`config.mk`:
```
export PLATFORM = sky130hd
export DESIGN_NAME = bounded_deque_with_search_core
export DESIGN_NICKNAME = d
export VERILOG_FILES = /design/src/hdl/bdq_pkg.sv /design/src/hdl/bdq_ram.sv /design/src/hdl/bounded_deque_with_search_core.sv
export SDC_FILE = /design/constraint.sdc
export NUM_CORES = 1
export LEC_CHECK = 0
export BUFFER_PORTS_ARGS = -buffer_cell sky130_fd_sc_hd__buf_4
export CAP_MARGIN = 0
export CORE_UTILIZATION = 56
export CTS_CLUSTER_DIAMETER = 200
export CTS_CLUSTER_SIZE = 14
export DETAILED_ROUTE_END_ITERATION = 10
export HOLD_SLACK_MARGIN = 0.12
export PLACE_DENSITY_LB_ADDON = 0.08
export SLEW_MARGIN = 20
export SYNTH_ARGS = -nofsm -noshare
export SYNTH_HDL_FRONTEND = slang
export SYNTH_HIERARCHICAL = 1
export SYNTH_SLANG_ARGS = --single-unit
```
`constraint.sdc`:
```
create_clock -name i_clk -period 4.9 [get_ports i_clk]
set_input_delay 0.245 -clock i_clk [delete_from_list [all_inputs] [get_ports i_clk]]
set_output_delay 0.245 -clock i_clk [all_outputs]
set_load 0.05 [all_outputs]
```
`src/hdl/bdq_pkg.sv`:
```
// Shared widths, defaults, operation codes and sequencer states for the bounded deque with search.
package bdq_pkg;

    localparam int DEPTH_DEFAULT = 16;
    localparam int WORD_W        = 32;
    localparam int MODE_W        = 3;
    localparam int OCC_W         = 5;

    // operation codes carried on the mode field
    localparam logic [MODE_W-1:0] MODE_PUSH_FRONT = 3'd0;
    localparam logic [MODE_W-1:0] MODE_PUSH_BACK  = 3'd1;
    localparam logic [MODE_W-1:0] MODE_POP_FRONT  = 3'd2;
    localparam logic [MODE_W-1:0] MODE_POP_BACK   = 3'd3;
    localparam logic [MODE_W-1:0] MODE_SEARCH     = 3'd4;
    localparam logic [MODE_W-1:0] MODE_REVERSE    = 3'd5;

    // sequencer states, one-hot
    typedef enum logic [2:0] {
        S_IDLE = 3'b001,
        S_SCAN = 3'b010,
        S_LAST = 3'b100
    } t_state;

endpackage

```
`src/hdl/bdq_ram.sv`:
```
// Generic single-write, single-read RAM with registered read data.
module bdq_ram #(
    parameter int WIDTH = 32,
    parameter int DEPTH = 16
) (
    input  logic                     i_clk,
    input  logic                     i_we,
    input  logic [$clog2(DEPTH)-1:0] i_waddr,
    input  logic [WIDTH-1:0]         i_wdata,
    input  logic [$clog2(DEPTH)-1:0] i_raddr,
    output logic [WIDTH-1:0]         o_rdata
);

    logic [WIDTH-1:0] r_mem [DEPTH];
    logic [WIDTH-1:0] r_rdata;

    // write port and registered read port
    always_ff @(posedge i_clk) begin
        if (i_we) begin
            r_mem[i_waddr] <= i_wdata;
        end
        r_rdata <= r_mem[i_raddr];
    end

    assign o_rdata = r_rdata;

endmodule

```
`src/hdl/bounded_deque_with_search_core.sv`:
```
// Top level of the bounded double-ended queue with linear search.
//
// A transaction is taken when start is high and busy is low; its result
// appears on o_ok and o_occupancy for exactly one cycle with o_valid high,
// and the receiver cannot hold it off. Pushes, pops, reverse and unused
// codes show their result the cycle after acceptance with busy low, so a
// new transaction can follow every cycle. A search walks the stored words
// through the single read port of the entry RAM and one 32-bit comparator:
// busy is high in S_SCAN and S_LAST, and the result is registered from
// S_LAST, which compares the last word. An empty-queue search skips the
// scan; its result shows the cycle after acceptance. Reverse only swaps
// the roles of the two ends. Occupancy is the stored count taken modulo 32.
module bounded_deque_with_search_core #(
    parameter int DEPTH = bdq_pkg::DEPTH_DEFAULT
) (
    input  logic                              i_clk,
    input  logic                              i_rst_n,
    input  logic                              start,
    output logic                              busy,
    input  logic        [bdq_pkg::MODE_W-1:0] i_mode,
    input  logic signed [bdq_pkg::WORD_W-1:0] i_value,
    output logic                              o_valid,
    output logic                              o_ok,
    output logic        [bdq_pkg::OCC_W-1:0]  o_occupancy
);
    import bdq_pkg::*;

    localparam int AW = (DEPTH > 1) ? $clog2(DEPTH) : 1;
    localparam int CW = $clog2(DEPTH + 1);
    localparam int SW = AW + 2;

    localparam logic [AW-1:0] LAST_SLOT = AW'(DEPTH - 1);
    localparam logic [CW-1:0] FULL_CNT  = CW'(DEPTH);
    localparam logic [SW-1:0] DEPTH_S   = SW'(DEPTH);

    t_state              r_state, n_state;
    logic [AW-1:0]       r_front, n_front;
    logic [CW-1:0]       r_count, n_count;
    logic                r_rev, n_rev;
    logic                r_valid, n_valid;
    logic                r_cmp_vld, n_cmp_vld;
    logic                r_ok, n_ok;
    logic                r_hit, n_hit;
    logic [AW-1:0]       r_ptr, n_ptr;
    logic [CW-1:0]       r_left, n_left;
    logic [WORD_W-1:0]   r_key, n_key;

    logic                accept;
    logic                full, empty;
    logic                at_phys_front;
    logic [AW-1:0]       front_dec, front_inc, ptr_inc, back_slot;
    logic [SW-1:0]       back_sum;
    logic                ram_we;
    logic [AW-1:0]       ram_waddr;
    logic [WORD_W-1:0]   ram_rdata;
    logic                match;

    bdq_ram #(
        .WIDTH (WORD_W),
        .DEPTH (DEPTH)
    ) u_store (
        .i_clk   (i_clk),
        .i_we    (ram_we),
        .i_waddr (ram_waddr),
        .i_wdata (i_value),
        .i_raddr (r_ptr),
        .o_rdata (ram_rdata)
    );

    assign busy   = !r_state[0];
    assign accept = start && !busy;
    assign full   = (r_count == FULL_CNT);
    assign empty  = (r_count == '0);
    assign match  = (ram_rdata == r_key);

    // ring pointer arithmetic, wrapping at DEPTH
    assign front_dec = (r_front == '0) ? LAST_SLOT : r_front - AW'(1);
    assign front_inc = (r_front == LAST_SLOT) ? '0 : r_front + AW'(1);
    assign ptr_inc   = (r_ptr == LAST_SLOT) ? '0 : r_ptr + AW'(1);
    assign back_sum  = SW'(r_front) + SW'(r_count);
    assign back_slot = (back_sum >= DEPTH_S) ? AW'(back_sum - DEPTH_S) : AW'(back_sum);

    // logical front maps to the physical front unless reversed
    assign at_phys_front = ((i_mode == MODE_PUSH_FRONT) || (i_mode == MODE_POP_FRONT)) ^ r_rev;

    // sequencer and operation decode
    always_comb begin
        n_state   = r_state;
        n_front   = r_front;
        n_count   = r_count;
        n_rev     = r_rev;
        n_valid   = 1'b0;
        n_cmp_vld = r_cmp_vld;
        n_ok      = r_ok;
        n_hit     = r_hit;
        n_ptr     = r_ptr;
        n_left    = r_left;
        n_key     = r_key;
        ram_we    = 1'b0;
        ram_waddr = back_slot;
        unique case (r_state)
            S_IDLE: begin
                if (accept) begin
                    n_valid = 1'b1;
                    n_ok    = 1'b0;
                    unique case (i_mode)
                        MODE_PUSH_FRONT, MODE_PUSH_BACK: begin
                            if (!full) begin
                                ram_we  = 1'b1;
                                n_count = r_count + CW'(1);
                                n_ok    = 1'b1;
                                if (at_phys_front) begin
                                    ram_waddr = front_dec;
                                    n_front   = front_dec;
                                end
                            end
                        end
                        MODE_POP_FRONT, MODE_POP_BACK: begin
                            if (!empty) begin
                                n_count = r_count - CW'(1);
                                n_ok    = 1'b1;
                                if (at_phys_front) begin
                                    n_front = front_inc;
                                end
                            end
                        end
                        MODE_SEARCH: begin
                            if (!empty) begin
                                n_valid   = 1'b0;
                                n_state   = S_SCAN;
                                n_ptr     = r_front;
                                n_left    = r_count;
                                n_key     = i_value;
                                n_cmp_vld = 1'b0;
                                n_hit     = 1'b0;
                            end
                        end
                        MODE_REVERSE: begin
                            n_rev = !r_rev;
                            n_ok  = 1'b1;
                        end
                        default: begin
                            n_ok = 1'b0;
                        end
                    endcase
                end
            end
            S_SCAN: begin
                // issue one read per cycle, compare the word read last cycle
                n_hit     = r_hit || (r_cmp_vld && match);
                n_ptr     = ptr_inc;
                n_left    = r_left - CW'(1);
                n_cmp_vld = 1'b1;
                if (r_left == CW'(1)) begin
                    n_state = S_LAST;
                end
            end
            S_LAST: begin
                n_valid = 1'b1;
                n_ok    = r_hit || match;
                n_state = S_IDLE;
            end
            default: begin
                n_state = S_IDLE;
            end
        endcase
    end

    // control registers
    always_ff @(posedge i_clk) begin
        if (!i_rst_n) begin
            r_state   <= S_IDLE;
            r_front   <= '0;
            r_count   <= '0;
            r_rev     <= 1'b0;
            r_valid   <= 1'b0;
            r_cmp_vld <= 1'b0;
        end else begin
            r_state   <= n_state;
            r_front   <= n_front;
            r_count   <= n_count;
            r_rev     <= n_rev;
            r_valid   <= n_valid;
            r_cmp_vld <= n_cmp_vld;
        end
    end

    // payload registers
    always_ff @(posedge i_clk) begin
        r_ok   <= n_ok;
        r_hit  <= n_hit;
        r_ptr  <= n_ptr;
        r_left <= n_left;
        r_key  <= n_key;
    end

    assign o_valid     = r_valid;
    assign o_ok        = r_ok;
    assign o_occupancy = OCC_W'(r_count);

endmodule

```
# After elaboration in Yosys (flattened, before gate mapping)
# Memory sizes are Yosys's and may differ from the RTL's. A register that Yosys moved wholly into a read port is not among the register bits.
# Cells that the tools add are included.
# W data, S select, Z words.
# op_classes
n_bitwise,2
add_sub_neg,8
mul,0
order_cmp,1
shift,0
n_mux,49
reduce_logical,22
eq_ne,21
n_div,0
# op_table
cell,n
$mux W4,16
$eq A32 B32 Y1,1
$mux W5,5
$pmux W5 S2,2
$pmux W4 S2,2
$mux W1,14
$ne A2 B2 Y1 const B,7
$mux W3,4
$reduce_and A4 Y1,3
$sub A5 B1 Y5 const B,2
$eq A3 B2 Y1 const B,3
$eq A3 B3 Y1 const B,3
$add A4 B1 Y4 const B,2
$eq A4 B4 Y1 const B,2
$pmux W1 S2,4
$sub A4 B1 Y4 const B,2
$reduce_and A7 Y1,1
$add A4 B5 Y6,1
$eq A3 B1 Y1 const B,2
$ge A6 B5 Y1 const B,1
$pmux W3 S2,1
$reduce_bool A2 Y1,3
$add A5 B1 Y5 const B,1
$eq A5 B1 Y1 const B,1
15 further kinds,20
# word_totals
latch_bits,0
ram_bits,512
output_inout_bits,8
romBits,0
word_cells,115
memories,1
inputBits,38
regBits,58
# mem_list
name,depth,width,read_ports,rd_ports_with_merged_regs,wr,line_no,source
u_store.r_mem,16,32,1,1,1,bdq_ram.sv:14,logic [WIDTH-1:0] r_mem [DEPTH];

# Depth between registers and ports, before layout
# logic_depth
word_depth,8
ltp_mapped,8
ltp_nobuf,8

# Cells and area by module
# The synthesis kept the hierarchy.
# modules_own_cells
mod,cells_each,instances,area_each_um2,seq_area_each_um2
bdq_ram,838,1,19835.3,16015.4
bounded_deque_with_search_core,265,1,3055.4,1591.5

# Worst setup path before layout
# OpenSTA, ideal clock, no wires.
# synth_timing
kind,register -> register
start,reg r_count[0] (netlist: o_occupancy[0])
end,"mem u_store.r_mem[0][0], enable pin"
arrival_ps,4435
path_buffers,0
path_stages_with_launch,8
t_required_ps,4439
period_less_slack_ps,4896
path_slack_ps,4
setup_ps,461
path_cell_list,dfxtp_1 > ha_1 > inv_1 > fa_1 > xor2_1 > mux2i_1 > or3b_2 > nor3_1
# synth_between
elab_chain_cells,8
elab_cells_between_ends,16
cone_classes,2 x add/sub; 1 x order compare; 1 x eq/ne; 12 x mux
# synth_rtl
element,line_no,source
"start, declared",bounded_deque_with_search_core.sv:38,"logic [CW-1:0] r_count, n_count;"
"start signal, assigned",bounded_deque_with_search_core.sv:181,r_count <= n_count;
$add A4 B5 Y6,bounded_deque_with_search_core.sv:80,assign back_sum = SW'(r_front) + SW'(r_count);
$ge A6 B5 Y1 / $sub A4 B1 Y4 (equally long branches),bounded_deque_with_search_core.sv:81,assign back_slot = (back_sum >= DEPTH_S) ? AW'(back_sum - DEPTH_S) : AW'(back_sum);
$mux W4,bounded_deque_with_search_core.sv:81,
$mux W4,bounded_deque_with_search_core.sv:112,if (at_phys_front) begin
$mux W4,bounded_deque_with_search_core.sv:108,if (!full) begin
$mux W4,bounded_deque_with_search_core.sv:106,unique case (i_mode)
$mux W4,bounded_deque_with_search_core.sv:103,if (accept) begin
$mux W4 *,bounded_deque_with_search_core.sv:101,unique case (r_state)
net ram_waddr[2],bounded_deque_with_search_core.sv:54,logic [AW-1:0] ram_waddr;
"end, declared",bdq_ram.sv:14,
# Mark *: on every way through the listed nets, which the timed path passes. The rest lies on a longest branch.

# Worst setup path in the final report
# layout_timing
start,reg r_count[0] (netlist: o_occupancy[0])
end,"mem u_store.r_mem[14][16], enable pin"
# layout_between
elab_cells_between_ends,16
cone_classes,2 x add/sub; 1 x order compare; 1 x eq/ne; 12 x mux
# layout_rtl
element,line_no,source
$eq A5 B5 Y1,bounded_deque_with_search_core.sv:72,assign full = (r_count == FULL_CNT);
$mux W1,bounded_deque_with_search_core.sv:108,
$mux W1,bounded_deque_with_search_core.sv:106,
$mux W1,bounded_deque_with_search_core.sv:103,
$mux W1,bounded_deque_with_search_core.sv:101,
net ram_we,bounded_deque_with_search_core.sv:53,logic ram_we;
$mux W1,bdq_ram.sv:19,if (i_we) begin
$mux W1 (not written as such),bdq_ram.sv:20,r_mem[i_waddr] <= i_wdata;
# The timed path passes the listed nets, and every way through them passes these cells.

==> out/metrics.cfg <==
[critical_path]
arrival_ns = 3.91
crit_required_ns = 5.13
cp_common_cell = nand2_1
cp-start-kind = flop
cp_cell_sequence = nor4_1, nand2_1, and4b_1, nand2_1, mux2i_1, nand2b_1, nor2_4, buf_4
critical_path_class = reg2reg
max_stage_delay_ns = 0.64
path_buf_inv = 1
slowest_stage = mux2i_1
path_max_fanout = 22
crit_family = simple AND/OR/NAND/NOR gates
endpoint_kind = flop

[timing]
rsz0062_at_grt = false
tns_ns = 0
period_needed_ns = 3.68
fin_crit_sh = 0.752
max_slew_margin = 0.268
timing.fmax_ghz = 0.271
report.final.hold_viol_count = 0
worstMarginPinSlew_ns = 1.09
slew_violations = 0
finalSetupViolations = 0
finalClockSkew_ns = 0.0151

[drt]
wl_per_cell_um = 26.3
vias = 10900
post-route-drc-count = 0
avgViaCountPerCell = 6.11
ant_nets = 0
postRouteWirelength_um = 46800
drt_iter0_drc = 904
firstDrtPassIters = 5

[floorplan]
row_count = 73
initial_utilization = 0.572
fp.coreArea_mm2 = 0.0400
die_y_um = 204
io_pins = 46
fp.dieW_um = 204
die-area_mm2 = 0.0417

[finish]
area_growth_pct = 13.1
fin_nets = 1268
antennaDiodeCount = 0
drive_above_1_share = 0.232
utilization = 0.647
fillers = 2688

[cts]
cts_tree = yes
ctsLongestPathBuffers = 3
cts-resized-gates = 0
clk_latency_ns = 0.59
cts_inserted_buffers = 48
cts.htree.levels = 2
root_buffer = clkbuf_16
clk_pin_slew_ns = 0.07
clock-sinks = 602

[place]
dp_hpwl_um = 26800
place.gp.congestion = 0.799
port_buffers = 45

[min_path]
hold_path.class = in2reg

[global_route]
grt_pass1_wl_um = 70400
overflow = 0
grt_max_degree = 65
grtUsageTotal = 0.235
grt_pass1_vias = 11100
antenna_found_initial = 0

[yosys]
avgSynthCellArea_um2 = 20.8
synth.top_cells.by_count = 555 x edfxtp_1, 128 x mux4_2, 65 x a22oi_1, 50 x nand2_1, 47 x dfxtp_1
netlist_instances = 1103
synth_area_leader_cell = edfxtp_1
synth_most_common_cell = edfxtp_1
yosysSeqAreaShare = 0.769
netlist_top_cells_area = edfxtp_1 73%, mux4_2 13%, dfxtp_1 4.1%
syn-cell-area_mm2 = 0.0229
async_flop_share = 0
synth-seq-cells = 602
ys.flop_type = edfxtp_1
synth.distinct_cells = 50
synth_top_area_share = 0.728
syn_nets = 1154
synth-edff-count = 555
yosys_warnings = 6

[power_and_ir_drop]
max-vdd-ir-drop_uv = 299
power_mw = 9.68
power_density_mw_per_mm2 = 374
power_leakage_nw = 8.47

[job]
drv_cap = 0

[run_status]
outcome = finished clean

## per-stage QoR
stage | std cells | area, µm² | hold slack, ns | setup WS (ns)
finish | 1781 | 25900 | 0.154 | 1.22
global route | 1781 | 25900 | 0.164 | 1.04
CTS | 1780 | 25900 | 0.127 | 1.23
detailed placement | 1658 | 24100 | 0.509 | 1.23
global placement | 1657 | 24100 | 0.500 | 1.34
floorplan | 1103 | 22900 | 0.344 | 0.00424
## flip-flops by register name (all words and copies together) (netlist names)
register,count
r_key,32
r_left,5
o_valid,1
u_store/r_mem,512
r_cmp_vld,1
r_hit,1
r_rev,1
r_front,4
o_occupancy,5
r_state,3
o_ok,1
r_ptr,4
u_store/o_rdata,32
## routing by layer
metal  up-vias  wire length (µm)  global-route usage  part of all wire
li1       4742                 -                   -                 -
met2       301             22900               0.377              0.49
met5         -                 0                   0                 0
met4         0               945              0.0666             0.020
met3        70              2410              0.0348             0.051
met1      5774             20600               0.341              0.44
## cells in the final DEF (no fill, tap or decap), drive strengths merged, types with 4 or more instances in the layout
cell type	instances
edfxtp	555
mux4	128
clkbuf	88
buf	81
a22oi	65
nand2	50
dfxtp	47
xor2	35
dlygate4sd3	33
nor2	32
xnor2	15
inv	13
o21ai	11
a21oi	11
ha	11
nor4	10
nand2b	6
mux2i	6
nor3	6
nor2b	5
and2	4
## report_power, final
| part | switching (mW) | internal [mW] | leakage (nW) |
|---|---|---|---|
| clock network | 1.69 | 1.91 | 0.668 |
| logic | 0.236 | 0.146 | 2.42 |
| registers | 0.0295 | 5.66 | 5.38 |
| total | 1.95 | 7.72 | 8.47 |
## worst register-to-register path, delay by kind of cell (launching register included)
| kind | cells | cell delay [ns] |
|---|---|---|
| AND/OR/NAND/NOR | 6 | 1.79 |
| multiplexers | 1 | 0.64 |
| buffers and inverters | 1 | 0.46 |
| flip-flops | 1 | 0.43 |
## layout make-up
type | count | area (µm²) | share of cell area
Multi-Input combinational cell | 438 | 5140 | 0.198
Timing Repair Buffer | 114 | 1030 | 0.0397
Inverter | 13 | 48.8 | 0.00188
Clock buffer | 88 | 1390 | 0.0538
Clock inverter | 1 | 16.3 | 0.000628
Tap cell | 525 | 657 | 0.0254
Sequential cell | 602 | 17600 | 0.680
## final timing paths
path | slack (ns) | end | depth (start not counted) | startpoint
setup / recovery | 1.22 | u_store/r_mem[14][16]$_DFFE_PP_ | 8 | o_occupancy[0]$_SDFFE_PN0P_
hold / removal | 0.15 | r_rev$_SDFFE_PN0P_ | 4 | i_mode[0]
setup reg to reg | 1.22 | u_store/r_mem[14][16]$_DFFE_PP_ | 8 | o_occupancy[0]$_SDFFE_PN0P_
hold reg to reg | 0.53 | r_cmp_vld$_SDFFE_PN0P_ | 2 | r_cmp_vld$_SDFFE_PN0P_
## logic make-up (layout without fill, tap and decap cells)
group                      after synthesis  count (layout)  synth area share
buffers and inverters                   63             216            0.0125
muxes                                  136             136             0.130
DFF                                    602             602             0.769
and+or+nand+nor                        129             129            0.0274
adders and majority gates               13              13           0.00776
AOI/OAI and AO/OA                      110             110            0.0344
xor gates and xnor gates                50              50            0.0191
## repair_timing
| item | in CTS | in global routing |
|---|---|---|
| hold buffers | 33 | 0 |
| hold endpoints to repair | 559 | 0 |
| setup buffers | 0 | 0 |
Power figures use the tool's default switching activity.
